[src/sv/pstt_pkg.sv]
// Shared types, codes and defaults of the periodic task scheduler table.
`default_nettype none
package pstt_pkg;

   localparam int NUM_SLOTS_DEF = 8;
   localparam int TICK_MS_DEF   = 10;

   localparam int MODE_W    = 2;
   localparam int HANDLE_W  = 16;
   localparam int TIME_W    = 32;
   localparam int SLOT_W    = 4;
   localparam int STATUS_W  = 2;
   localparam int PENDING_W = 8;

   localparam logic [MODE_W-1:0] MODE_TICK     = 2'd0;
   localparam logic [MODE_W-1:0] MODE_ADD      = 2'd1;
   localparam logic [MODE_W-1:0] MODE_DELETE   = 2'd2;
   localparam logic [MODE_W-1:0] MODE_DISPATCH = 2'd3;

   localparam logic [STATUS_W-1:0] STATUS_OK         = 2'd0;
   localparam logic [STATUS_W-1:0] STATUS_FULL       = 2'd1;
   localparam logic [STATUS_W-1:0] STATUS_BAD_SLOT   = 2'd2;
   localparam logic [STATUS_W-1:0] STATUS_NONE_READY = 2'd3;

   localparam logic KIND_STATUS = 1'b0;
   localparam logic KIND_TASK   = 1'b1;

   localparam logic [PENDING_W-1:0] PENDING_MAX = 8'hFF;

   typedef struct packed {
      logic [MODE_W-1:0]   mode;
      logic [HANDLE_W-1:0] task_handle;
      logic [TIME_W-1:0]   delay_ms;
      logic [TIME_W-1:0]   period_ms;
      logic [SLOT_W-1:0]   slot_index;
   } req_type;

   typedef struct packed {
      logic                kind;
      logic [STATUS_W-1:0] status;
      logic [SLOT_W-1:0]   result_slot;
      logic [HANDLE_W-1:0] result_handle;
      logic                last;
   } rsp_type;

   typedef struct packed {
      logic                 valid;
      logic [HANDLE_W-1:0]  handle;
      logic [TIME_W-1:0]    delay;
      logic [TIME_W-1:0]    period;
      logic [PENDING_W-1:0] pending;
   } slot_type;

   typedef enum logic [2:0] {
      ST_IDLE,
      ST_TICK,
      ST_DIV_DELAY,
      ST_DIV_PERIOD,
      ST_SHIFT,
      ST_DISP,
      ST_DISP_END
   } state_type;

endpackage
`default_nettype wire

[src/sv/periodic_task_scheduler_table.sv]
// Top level of the periodic task scheduler table: command sequencer.
//
// A command beat is taken at a clock edge with start high and busy low.
// Results leave on rsp for one cycle each, marked by rsp_valid; the receiver
// cannot stall them. Every command ends with a result marked last.
// Commands, with N = NUM_SLOTS, one slot walked per cycle:
//   tick     : walks all N slots, then one ok status.
//   add      : two divides by TICK_MS, each a reciprocal multiply
//              step and a correction step through the shared subtractor;
//              a full table answers with a full status and no divide.
//   delete   : compaction from the deleted slot to the end, one slot moved per
//              cycle; a bad slot answers with a bad-slot status.
//   dispatch : a scan over the slots, plus for each one-shot task removed a
//              compaction and a second look at the slot that moved in,
//              plus a closing step. One result per ready task,
//              the last marked, or one nothing-ready status.
// A result appears the cycle after it is produced; busy drops as the final
// result is registered. The subtractor, the multiplier and the single slot
// read port shape the steps above. Reset empties the table and idles the
// sequencer.
`default_nettype none
module periodic_task_scheduler_table #(
   parameter int NUM_SLOTS = pstt_pkg::NUM_SLOTS_DEF,
   parameter int TICK_MS   = pstt_pkg::TICK_MS_DEF
) (
   input  wire logic        clock,
   input  wire logic        reset,
   input  wire logic        start,
   output logic             busy,
   input  pstt_pkg::req_type req,
   output logic             rsp_valid,
   output pstt_pkg::rsp_type rsp
);

   localparam int IDXW = (NUM_SLOTS > 1) ? $clog2(NUM_SLOTS) : 1;
   localparam logic [IDXW-1:0] LAST_IDX = IDXW'(NUM_SLOTS - 1);
   localparam int PW      = 2 * pstt_pkg::TIME_W;
   localparam int DIV_L   = $clog2(TICK_MS);
   localparam int DIV_SH1 = (DIV_L > 0) ? 1 : 0;
   localparam int DIV_SH2 = (DIV_L > 1) ? DIV_L - 1 : 0;
   localparam logic [PW-1:0] DIV_M64 =
      (((PW'(1) << DIV_L) - PW'(TICK_MS)) << pstt_pkg::TIME_W) / PW'(TICK_MS) + PW'(1);
   localparam logic [pstt_pkg::TIME_W-1:0] DIV_M = pstt_pkg::TIME_W'(DIV_M64);

   pstt_pkg::state_type state_ff, state_in;
   pstt_pkg::req_type   req_ff, req_in;
   pstt_pkg::rsp_type   rsp_ff, rsp_in;
   logic                rsp_valid_ff, rsp_valid_in;
   logic [IDXW-1:0]     ptr_ff, ptr_in;
   logic [IDXW-1:0]     disp_ptr_ff, disp_ptr_in;
   logic                from_disp_ff, from_disp_in;
   logic [IDXW-1:0]     free_ff, free_in;
   logic [pstt_pkg::TIME_W-1:0] dq_ff, dq_in;
   logic [pstt_pkg::TIME_W-1:0] prod_ff, prod_in;
   logic                phase_ff, phase_in;
   logic [pstt_pkg::TIME_W-1:0] delay_q_ff, delay_q_in;
   logic                hold_valid_ff, hold_valid_in;
   logic [IDXW-1:0]     hold_slot_ff, hold_slot_in;
   logic [pstt_pkg::HANDLE_W-1:0] hold_handle_ff, hold_handle_in;

   logic [IDXW-1:0]      rd_idx, wr_idx;
   pstt_pkg::slot_type   rd_entry, wr_entry;
   logic                 wr_en;
   logic [NUM_SLOTS-1:0] valid_vec;

   logic [pstt_pkg::TIME_W-1:0] sub_a, sub_b, sub_diff, quot;
   logic                        sub_borrow, dividing;
   logic [PW-1:0]               prod_full;

   logic            have_free;
   logic [IDXW-1:0] free_idx;
   logic            del_ok;
   logic            found;

   pstt_slots #(.NUM_SLOTS(NUM_SLOTS)) u_slots (
      .clock     (clock),
      .reset     (reset),
      .rd_idx    (rd_idx),
      .rd_entry  (rd_entry),
      .wr_en     (wr_en),
      .wr_idx    (wr_idx),
      .wr_entry  (wr_entry),
      .valid_vec (valid_vec)
   );

   pstt_sub u_sub (
      .a      (sub_a),
      .b      (sub_b),
      .diff   (sub_diff),
      .borrow (sub_borrow)
   );

   assign dividing  = (state_ff == pstt_pkg::ST_DIV_DELAY) ||
                      (state_ff == pstt_pkg::ST_DIV_PERIOD);
   assign prod_full = PW'(dq_ff) * PW'(DIV_M);
   assign sub_a     = dividing ? dq_ff : rd_entry.delay;
   assign sub_b     = dividing ? prod_ff : pstt_pkg::TIME_W'(1);
   assign quot      = (prod_ff + (sub_diff >> DIV_SH1)) >> DIV_SH2;

   always_comb begin
      have_free = 1'b0;
      free_idx  = '0;
      for (int i = NUM_SLOTS - 1; i >= 0; i--) begin
         if (!valid_vec[i]) begin
            have_free = 1'b1;
            free_idx  = IDXW'(i);
         end
      end
   end

   assign del_ok = ({1'b0, req.slot_index} < (pstt_pkg::SLOT_W + 1)'(NUM_SLOTS)) &&
                   valid_vec[req.slot_index[IDXW-1:0]];
   assign found  = rd_entry.valid && (rd_entry.pending != '0);

   assign rd_idx = ((state_ff == pstt_pkg::ST_SHIFT) && (ptr_ff != LAST_IDX)) ?
                   ptr_ff + IDXW'(1) : ptr_ff;
   assign wr_idx = (state_ff == pstt_pkg::ST_DIV_PERIOD) ? free_ff : ptr_ff;

   always_comb begin
      state_in       = state_ff;
      req_in         = req_ff;
      rsp_in         = rsp_ff;
      rsp_valid_in   = 1'b0;
      ptr_in         = ptr_ff;
      disp_ptr_in    = disp_ptr_ff;
      from_disp_in   = from_disp_ff;
      free_in        = free_ff;
      dq_in          = dq_ff;
      prod_in        = prod_ff;
      phase_in       = phase_ff;
      delay_q_in     = delay_q_ff;
      hold_valid_in  = hold_valid_ff;
      hold_slot_in   = hold_slot_ff;
      hold_handle_in = hold_handle_ff;
      wr_en          = 1'b0;
      wr_entry       = rd_entry;

      unique case (state_ff)
         pstt_pkg::ST_IDLE: begin
            if (start) begin
               req_in = req;
               unique case (req.mode)
                  pstt_pkg::MODE_TICK: begin
                     ptr_in   = '0;
                     state_in = pstt_pkg::ST_TICK;
                  end
                  pstt_pkg::MODE_ADD: begin
                     if (have_free) begin
                        free_in  = free_idx;
                        dq_in    = req.delay_ms;
                        phase_in = 1'b0;
                        state_in = pstt_pkg::ST_DIV_DELAY;
                     end else begin
                        rsp_valid_in = 1'b1;
                        rsp_in = '{kind: pstt_pkg::KIND_STATUS, status: pstt_pkg::STATUS_FULL,
                                   result_slot: '0, result_handle: '0, last: 1'b1};
                     end
                  end
                  pstt_pkg::MODE_DELETE: begin
                     if (del_ok) begin
                        ptr_in       = req.slot_index[IDXW-1:0];
                        from_disp_in = 1'b0;
                        state_in     = pstt_pkg::ST_SHIFT;
                     end else begin
                        rsp_valid_in = 1'b1;
                        rsp_in = '{kind: pstt_pkg::KIND_STATUS,
                                   status: pstt_pkg::STATUS_BAD_SLOT,
                                   result_slot: req.slot_index, result_handle: '0,
                                   last: 1'b1};
                     end
                  end
                  pstt_pkg::MODE_DISPATCH: begin
                     ptr_in        = '0;
                     hold_valid_in = 1'b0;
                     state_in      = pstt_pkg::ST_DISP;
                  end
                  default: ;
               endcase
            end
         end

         pstt_pkg::ST_TICK: begin
            if (rd_entry.valid) begin
               wr_en = 1'b1;
               if (sub_borrow) begin
                  wr_entry.delay = rd_entry.period;
                  if (rd_entry.pending != pstt_pkg::PENDING_MAX) begin
                     wr_entry.pending = rd_entry.pending + pstt_pkg::PENDING_W'(1);
                  end
               end else begin
                  wr_entry.delay = sub_diff;
               end
            end
            if (ptr_ff == LAST_IDX) begin
               rsp_valid_in = 1'b1;
               rsp_in = '{kind: pstt_pkg::KIND_STATUS, status: pstt_pkg::STATUS_OK,
                          result_slot: '0, result_handle: '0, last: 1'b1};
               state_in = pstt_pkg::ST_IDLE;
            end else begin
               ptr_in = ptr_ff + IDXW'(1);
            end
         end

         pstt_pkg::ST_DIV_DELAY: begin
            if (!phase_ff) begin
               prod_in  = prod_full[PW-1:pstt_pkg::TIME_W];
               phase_in = 1'b1;
            end else begin
               delay_q_in = quot;
               dq_in      = req_ff.period_ms;
               phase_in   = 1'b0;
               state_in   = pstt_pkg::ST_DIV_PERIOD;
            end
         end

         pstt_pkg::ST_DIV_PERIOD: begin
            if (!phase_ff) begin
               prod_in  = prod_full[PW-1:pstt_pkg::TIME_W];
               phase_in = 1'b1;
            end else begin
               phase_in = 1'b0;
               wr_en    = 1'b1;
               wr_entry = '{valid: 1'b1, handle: req_ff.task_handle, delay: delay_q_ff,
                            period: quot, pending: '0};
               rsp_valid_in = 1'b1;
               rsp_in = '{kind: pstt_pkg::KIND_STATUS, status: pstt_pkg::STATUS_OK,
                          result_slot: pstt_pkg::SLOT_W'(free_ff), result_handle: '0,
                          last: 1'b1};
               state_in = pstt_pkg::ST_IDLE;
            end
         end

         pstt_pkg::ST_SHIFT: begin
            wr_en = 1'b1;
            if (ptr_ff == LAST_IDX) begin
               wr_entry = '0;
               if (from_disp_ff) begin
                  ptr_in   = disp_ptr_ff;
                  state_in = pstt_pkg::ST_DISP;
               end else begin
                  rsp_valid_in = 1'b1;
                  rsp_in = '{kind: pstt_pkg::KIND_STATUS, status: pstt_pkg::STATUS_OK,
                             result_slot: req_ff.slot_index, result_handle: '0,
                             last: 1'b1};
                  state_in = pstt_pkg::ST_IDLE;
               end
            end else begin
               ptr_in = ptr_ff + IDXW'(1);
            end
         end

         pstt_pkg::ST_DISP: begin
            if (found) begin
               wr_en            = 1'b1;
               wr_entry.pending = rd_entry.pending - pstt_pkg::PENDING_W'(1);
               if (hold_valid_ff) begin
                  rsp_valid_in = 1'b1;
                  rsp_in = '{kind: pstt_pkg::KIND_TASK, status: pstt_pkg::STATUS_OK,
                             result_slot: pstt_pkg::SLOT_W'(hold_slot_ff),
                             result_handle: hold_handle_ff, last: 1'b0};
               end
               hold_valid_in  = 1'b1;
               hold_slot_in   = ptr_ff;
               hold_handle_in = rd_entry.handle;
            end
            if (found && (rd_entry.period == '0)) begin
               disp_ptr_in  = ptr_ff;
               from_disp_in = 1'b1;
               state_in     = pstt_pkg::ST_SHIFT;
            end else if (ptr_ff == LAST_IDX) begin
               state_in = pstt_pkg::ST_DISP_END;
            end else begin
               ptr_in = ptr_ff + IDXW'(1);
            end
         end

         pstt_pkg::ST_DISP_END: begin
            rsp_valid_in = 1'b1;
            if (hold_valid_ff) begin
               rsp_in = '{kind: pstt_pkg::KIND_TASK, status: pstt_pkg::STATUS_OK,
                          result_slot: pstt_pkg::SLOT_W'(hold_slot_ff),
                          result_handle: hold_handle_ff, last: 1'b1};
            end else begin
               rsp_in = '{kind: pstt_pkg::KIND_STATUS, status: pstt_pkg::STATUS_NONE_READY,
                          result_slot: '0, result_handle: '0, last: 1'b1};
            end
            hold_valid_in = 1'b0;
            state_in      = pstt_pkg::ST_IDLE;
         end

         default: state_in = pstt_pkg::ST_IDLE;
      endcase
   end

   always_ff @(posedge clock) begin
      if (reset) begin
         state_ff      <= pstt_pkg::ST_IDLE;
         rsp_valid_ff  <= 1'b0;
         hold_valid_ff <= 1'b0;
         from_disp_ff  <= 1'b0;
      end else begin
         state_ff      <= state_in;
         rsp_valid_ff  <= rsp_valid_in;
         hold_valid_ff <= hold_valid_in;
         from_disp_ff  <= from_disp_in;
      end
   end

   always_ff @(posedge clock) begin
      req_ff         <= req_in;
      rsp_ff         <= rsp_in;
      ptr_ff         <= ptr_in;
      disp_ptr_ff    <= disp_ptr_in;
      free_ff        <= free_in;
      dq_ff          <= dq_in;
      prod_ff        <= prod_in;
      phase_ff       <= phase_in;
      delay_q_ff     <= delay_q_in;
      hold_slot_ff   <= hold_slot_in;
      hold_handle_ff <= hold_handle_in;
   end

   assign busy      = (state_ff != pstt_pkg::ST_IDLE);
   assign rsp_valid = rsp_valid_ff;
   assign rsp       = rsp_ff;

endmodule
`default_nettype wire

[src/sv/pstt_sub.sv]
// Shared 32-bit subtractor: tick countdown and divide correction steps.
`default_nettype none
module pstt_sub (
   input  wire logic [pstt_pkg::TIME_W-1:0] a,
   input  wire logic [pstt_pkg::TIME_W-1:0] b,
   output logic      [pstt_pkg::TIME_W-1:0] diff,
   output logic                             borrow
);

   logic [pstt_pkg::TIME_W:0] full;

   assign full   = {1'b0, a} - {1'b0, b};
   assign diff   = full[pstt_pkg::TIME_W-1:0];
   assign borrow = full[pstt_pkg::TIME_W];

endmodule
`default_nettype wire

[src/sv/pstt_slots.sv]
// Task slot storage: one read port, one write port, valid bits cleared by reset.
`default_nettype none
module pstt_slots #(
   parameter  int NUM_SLOTS = pstt_pkg::NUM_SLOTS_DEF,
   localparam int IDXW      = (NUM_SLOTS > 1) ? $clog2(NUM_SLOTS) : 1
) (
   input  wire logic               clock,
   input  wire logic               reset,
   input  wire logic [IDXW-1:0]    rd_idx,
   output pstt_pkg::slot_type      rd_entry,
   input  wire logic               wr_en,
   input  wire logic [IDXW-1:0]    wr_idx,
   input  pstt_pkg::slot_type      wr_entry,
   output logic [NUM_SLOTS-1:0]    valid_vec
);

   logic [NUM_SLOTS-1:0] valid_ff;
   logic [pstt_pkg::HANDLE_W-1:0]  handle_ff  [NUM_SLOTS];
   logic [pstt_pkg::TIME_W-1:0]    delay_ff   [NUM_SLOTS];
   logic [pstt_pkg::TIME_W-1:0]    period_ff  [NUM_SLOTS];
   logic [pstt_pkg::PENDING_W-1:0] pending_ff [NUM_SLOTS];

   always_ff @(posedge clock) begin
      if (reset) begin
         valid_ff <= '0;
      end else if (wr_en) begin
         valid_ff[wr_idx] <= wr_entry.valid;
      end
   end

   always_ff @(posedge clock) begin
      if (wr_en) begin
         handle_ff[wr_idx]  <= wr_entry.handle;
         delay_ff[wr_idx]   <= wr_entry.delay;
         period_ff[wr_idx]  <= wr_entry.period;
         pending_ff[wr_idx] <= wr_entry.pending;
      end
   end

   assign rd_entry.valid   = valid_ff[rd_idx];
   assign rd_entry.handle  = handle_ff[rd_idx];
   assign rd_entry.delay   = delay_ff[rd_idx];
   assign rd_entry.period  = period_ff[rd_idx];
   assign rd_entry.pending = pending_ff[rd_idx];
   assign valid_vec        = valid_ff;

endmodule
`default_nettype wire

[config.mk]
export PLATFORM = sky130hd
export DESIGN_NAME = periodic_task_scheduler_table
export DESIGN_NICKNAME = d
export VERILOG_FILES = /design/src/sv/pstt_pkg.sv /design/src/sv/periodic_task_scheduler_table.sv /design/src/sv/pstt_sub.sv /design/src/sv/pstt_slots.sv
export SDC_FILE = /design/constraint.sdc
export NUM_CORES = 2
export LEC_CHECK = 0
export BUFFER_PORTS_ARGS = -buffer_cell sky130_fd_sc_hd__buf_2
export CELL_PAD_IN_SITES_DETAIL_PLACEMENT = 0
export CELL_PAD_IN_SITES_GLOBAL_PLACEMENT = 1
export CORE_UTILIZATION = 50
export CTS_BUF_LIST = sky130_fd_sc_hd__clkbuf_16
export DETAILED_ROUTE_END_ITERATION = 10
export PLACE_DENSITY_LB_ADDON = 0.1
export SLEW_MARGIN = 20
export SYNTH_ARGS = -nofsm -noshare
export SYNTH_HDL_FRONTEND = slang
export SYNTH_HIERARCHICAL = 1
export SYNTH_SLANG_ARGS = --single-unit
export TNS_END_PERCENT = 5
[constraint.sdc]
create_clock -name clock -period 19.6 [get_ports clock]
set_clock_uncertainty 0.2 [all_clocks]
set_input_delay 0.98 -clock clock [delete_from_list [all_inputs] [get_ports clock]]
set_output_delay 0.98 -clock clock [all_outputs]
set_load 0.01 [all_outputs]
==> flow_summary.ini <==
[outcome]
status = completed

[logic_synthesis]
ys_seq_area_share_pct = 49.1
ys_seq_elements = 916
async_flop_share_pct = 0
synth_fp_nets = 4741
synthMostInstantiatedCell = edfxtp_1
synth_flop_cell = edfxtp_1
yosysTopAreaCellShare_pct = 48.6
synth-edff-count = 902
netlist_top_cells_area = edfxtp_1 49%, fa_1 14%, ha_1 8.8%
synth_warnings = 6
synth.distinct_cells = 91
avgSynthCellArea_um2 = 14.4
synth_area_um2 = 55700
netlist_instances = 3873
yosys-top-cells-count = 902 x edfxtp_1, 563 x inv_1, 392 x ha_1, 387 x fa_1, 167 x mux4_2
synth_top_area_cell = edfxtp_1

[routing]
wl_per_cell_um = 25.6
post-route-drc-count = 0
dr.pass1.iters = 5
ant_nets = 0
drt-total-wl_um = 143000
avgViaCountPerCell = 5.71
vias = 31800
drtIter0Drc = 2135

[cells_and_area]
register_area_um2 = 27400
multi_input_area_um2 = 25800
area_growth_pct = 9.80
nNetsFinal = 4876
drive_gt1_share_pct = 15.4
instances_no_fill = 5574
fillCellCount = 9031
diodes = 0

[clock_network]
htreeDepth = 3
path_clk_slew_ns = 0.06
clockBufferDepth = 3
clkLatencyLatePin_ns = 0.70
clock-root-buffer = clkbuf_16
cts_tree = built
post_cts_buffers = 0
numCtsBuffers = 96
ctsHoldBuffers = 0
cts_resized = 0
clock-sinks = 916

[sta]
hold_viol_final = 0
worstMarginPinSlew_ns = 1.07
slew-limit-headroom_pct = 28.9
tns_ns = 0
min_period_ns = 9.58
max_freq_mhz = 104
finalSetupViolCount = 0
fin_crit_sh_pct = 48.9
rsz0062_at_grt = no
drv_slew = 0

[floorplan]
core_area_um2 = 111000
die_h_um = 336
rows = 122
dieArea_um2 = 113000
ios = 115
start_util_pct = 50.4
fp.dieW_um = 336

[worst_setup_path]
regToRegStartpoint = state_ff[0]
regToRegEndpoint = u_slots/period_ff[7][27]
crit_type = reg2reg
worstSetupEndpoint = u_slots/period_ff[7][27]
reg2reg_depth = 28
worst_ep_required_time_ns = 19.80
arrival_ns = 9.78
cp-start-kind = flop
cp-end-kind = flop
cpPeakStageDelay_ns = 0.83
slowest_stage = dfxtp_1
worst-path-max-fanout = 40
startpoint = state_ff[0]
r2r_setup_slack_ns = 10.02

[placement]
dp_hpwl_um = 102000
io_buffers = 114
dp.cells = 5398
place.gp.congestion = 0.912

[global_routing]
grt_max_degree = 97
grt_pass1_vias = 33500
grt-ovfl-total = 0
track_usage_pct = 25.9
antenna_found_initial = 2
grt_pass1_wl_um = 214000

[job]
drv_cap = 0

[worst_hold_path]
hold_class = in2reg
-- cells by family after synthesis --
family / after synthesis / synth area share (%)
adders and majority gates: 779 / 22.7
AOI/OAI and AO/OA: 518 / 6.53
xor gates and xnor gates: 87 / 1.37
buffers and inverters: 684 / 4.87
and+or+nand+nor: 535 / 4.63
muxes: 354 / 10.8
DFF: 916 / 49.1
-- how the worst min path moves through the flow --
stage	startpoint	endpoint	slack, ns	depth (start not counted)
after floorplan	from_disp_ff	from_disp_ff	0.26	2
after global routing	req[76]	req_ff[76]	0.22	1
final	req[80]	req_ff[80]	0.26	1
after detailed placement	hold_handle_ff[1]	rsp[2]	0.30	1
after global placement	hold_handle_ff[1]	rsp[2]	0.30	1
after CTS	req[80]	req_ff[80]	0.21	1
-- state kept, by name, indices dropped and copies added, names as in the netlist, 8 cells and up --
name	flops
delay_q_ff	29
dq_ff	32
hold_handle_ff	16
prod_ff	32
req_ff	52
rsp	24
u_slots/delay_ff	256
u_slots/handle_ff	128
u_slots/pending_ff	64
u_slots/period_ff	256
u_slots/valid_vec	8
-- final cells by class --
type | count | area share, %
clock buffers | 97 | 3.97
clock inverters | 79 | 1.13
inverters | 564 | 3.48
multi-input cells | 2273 | 42.1
flip-flops and latches | 916 | 44.7
well taps | 1488 | 3.04
repair buffers | 157 | 1.50
-- cell usage in the layout, fill, tap and decap left out, types with 44 or more instances in the layout --
master | netlist | final
edfxtp_1 | 902 | 902
inv_1 | 563 | 580
ha_1 | 392 | 392
fa_1 | 387 | 387
mux4_2 | 167 | 167
nand2_1 | 165 | 164
a21oi_1 | 138 | 137
nor2_1 | 136 | 130
mux2_2 | 126 | 124
buf_2 | 22 | 114
clkbuf_16 | 0 | 97
o21ai_0 | 85 | 85
and2_1 | 59 | 58
mux2i_1 | 48 | 48
xnor2_1 | 47 | 47
a21o_1 | 45 | 45
a22o_1 | 44 | 44
-- metrics by stage --
step | hold slack [ns] | setup slack (ns) | utilization (%) | instance area (µm²)
after floorplan | 0.261 | 5.62 | - | 55700
after global placement | 0.305 | 10.07 | 52.5 | 58100
after detailed placement | 0.303 | 9.94 | 52.5 | 58100
after CTS | 0.211 | 9.91 | 55.4 | 61200
after global routing | 0.225 | 9.19 | 55.4 | 61200
final | 0.261 | 10.02 | 55.4 | 61200
-- per-layer routing --
layer | wire, µm | track usage, % | vias to the layer above
li1 | - | - | 14400
met1 | 61300 | 34.7 | 16500
met2 | 71500 | 44.5 | 760
met3 | 5730 | 3.10 | 220
met4 | 4280 | 7.56 | 0
met5 | 0 | 0 | -
-- worst max-delay path: cells and delay by family, from the launching register on --
kind	cells	cell delay [ns]
buffers and inverters	4	2.05
adder cells (fa/ha/maj)	2	0.80
AND/OR/NAND/NOR	7	1.19
multiplexers	2	0.88
XOR/XNOR	3	0.80
AO/OA/AOI/OAI	10	2.52
flip-flops	1	0.83
Power is left out: the tool's default activity adds up to more than one toggle a clock period on the data nets, which glitch-free logic cannot reach.
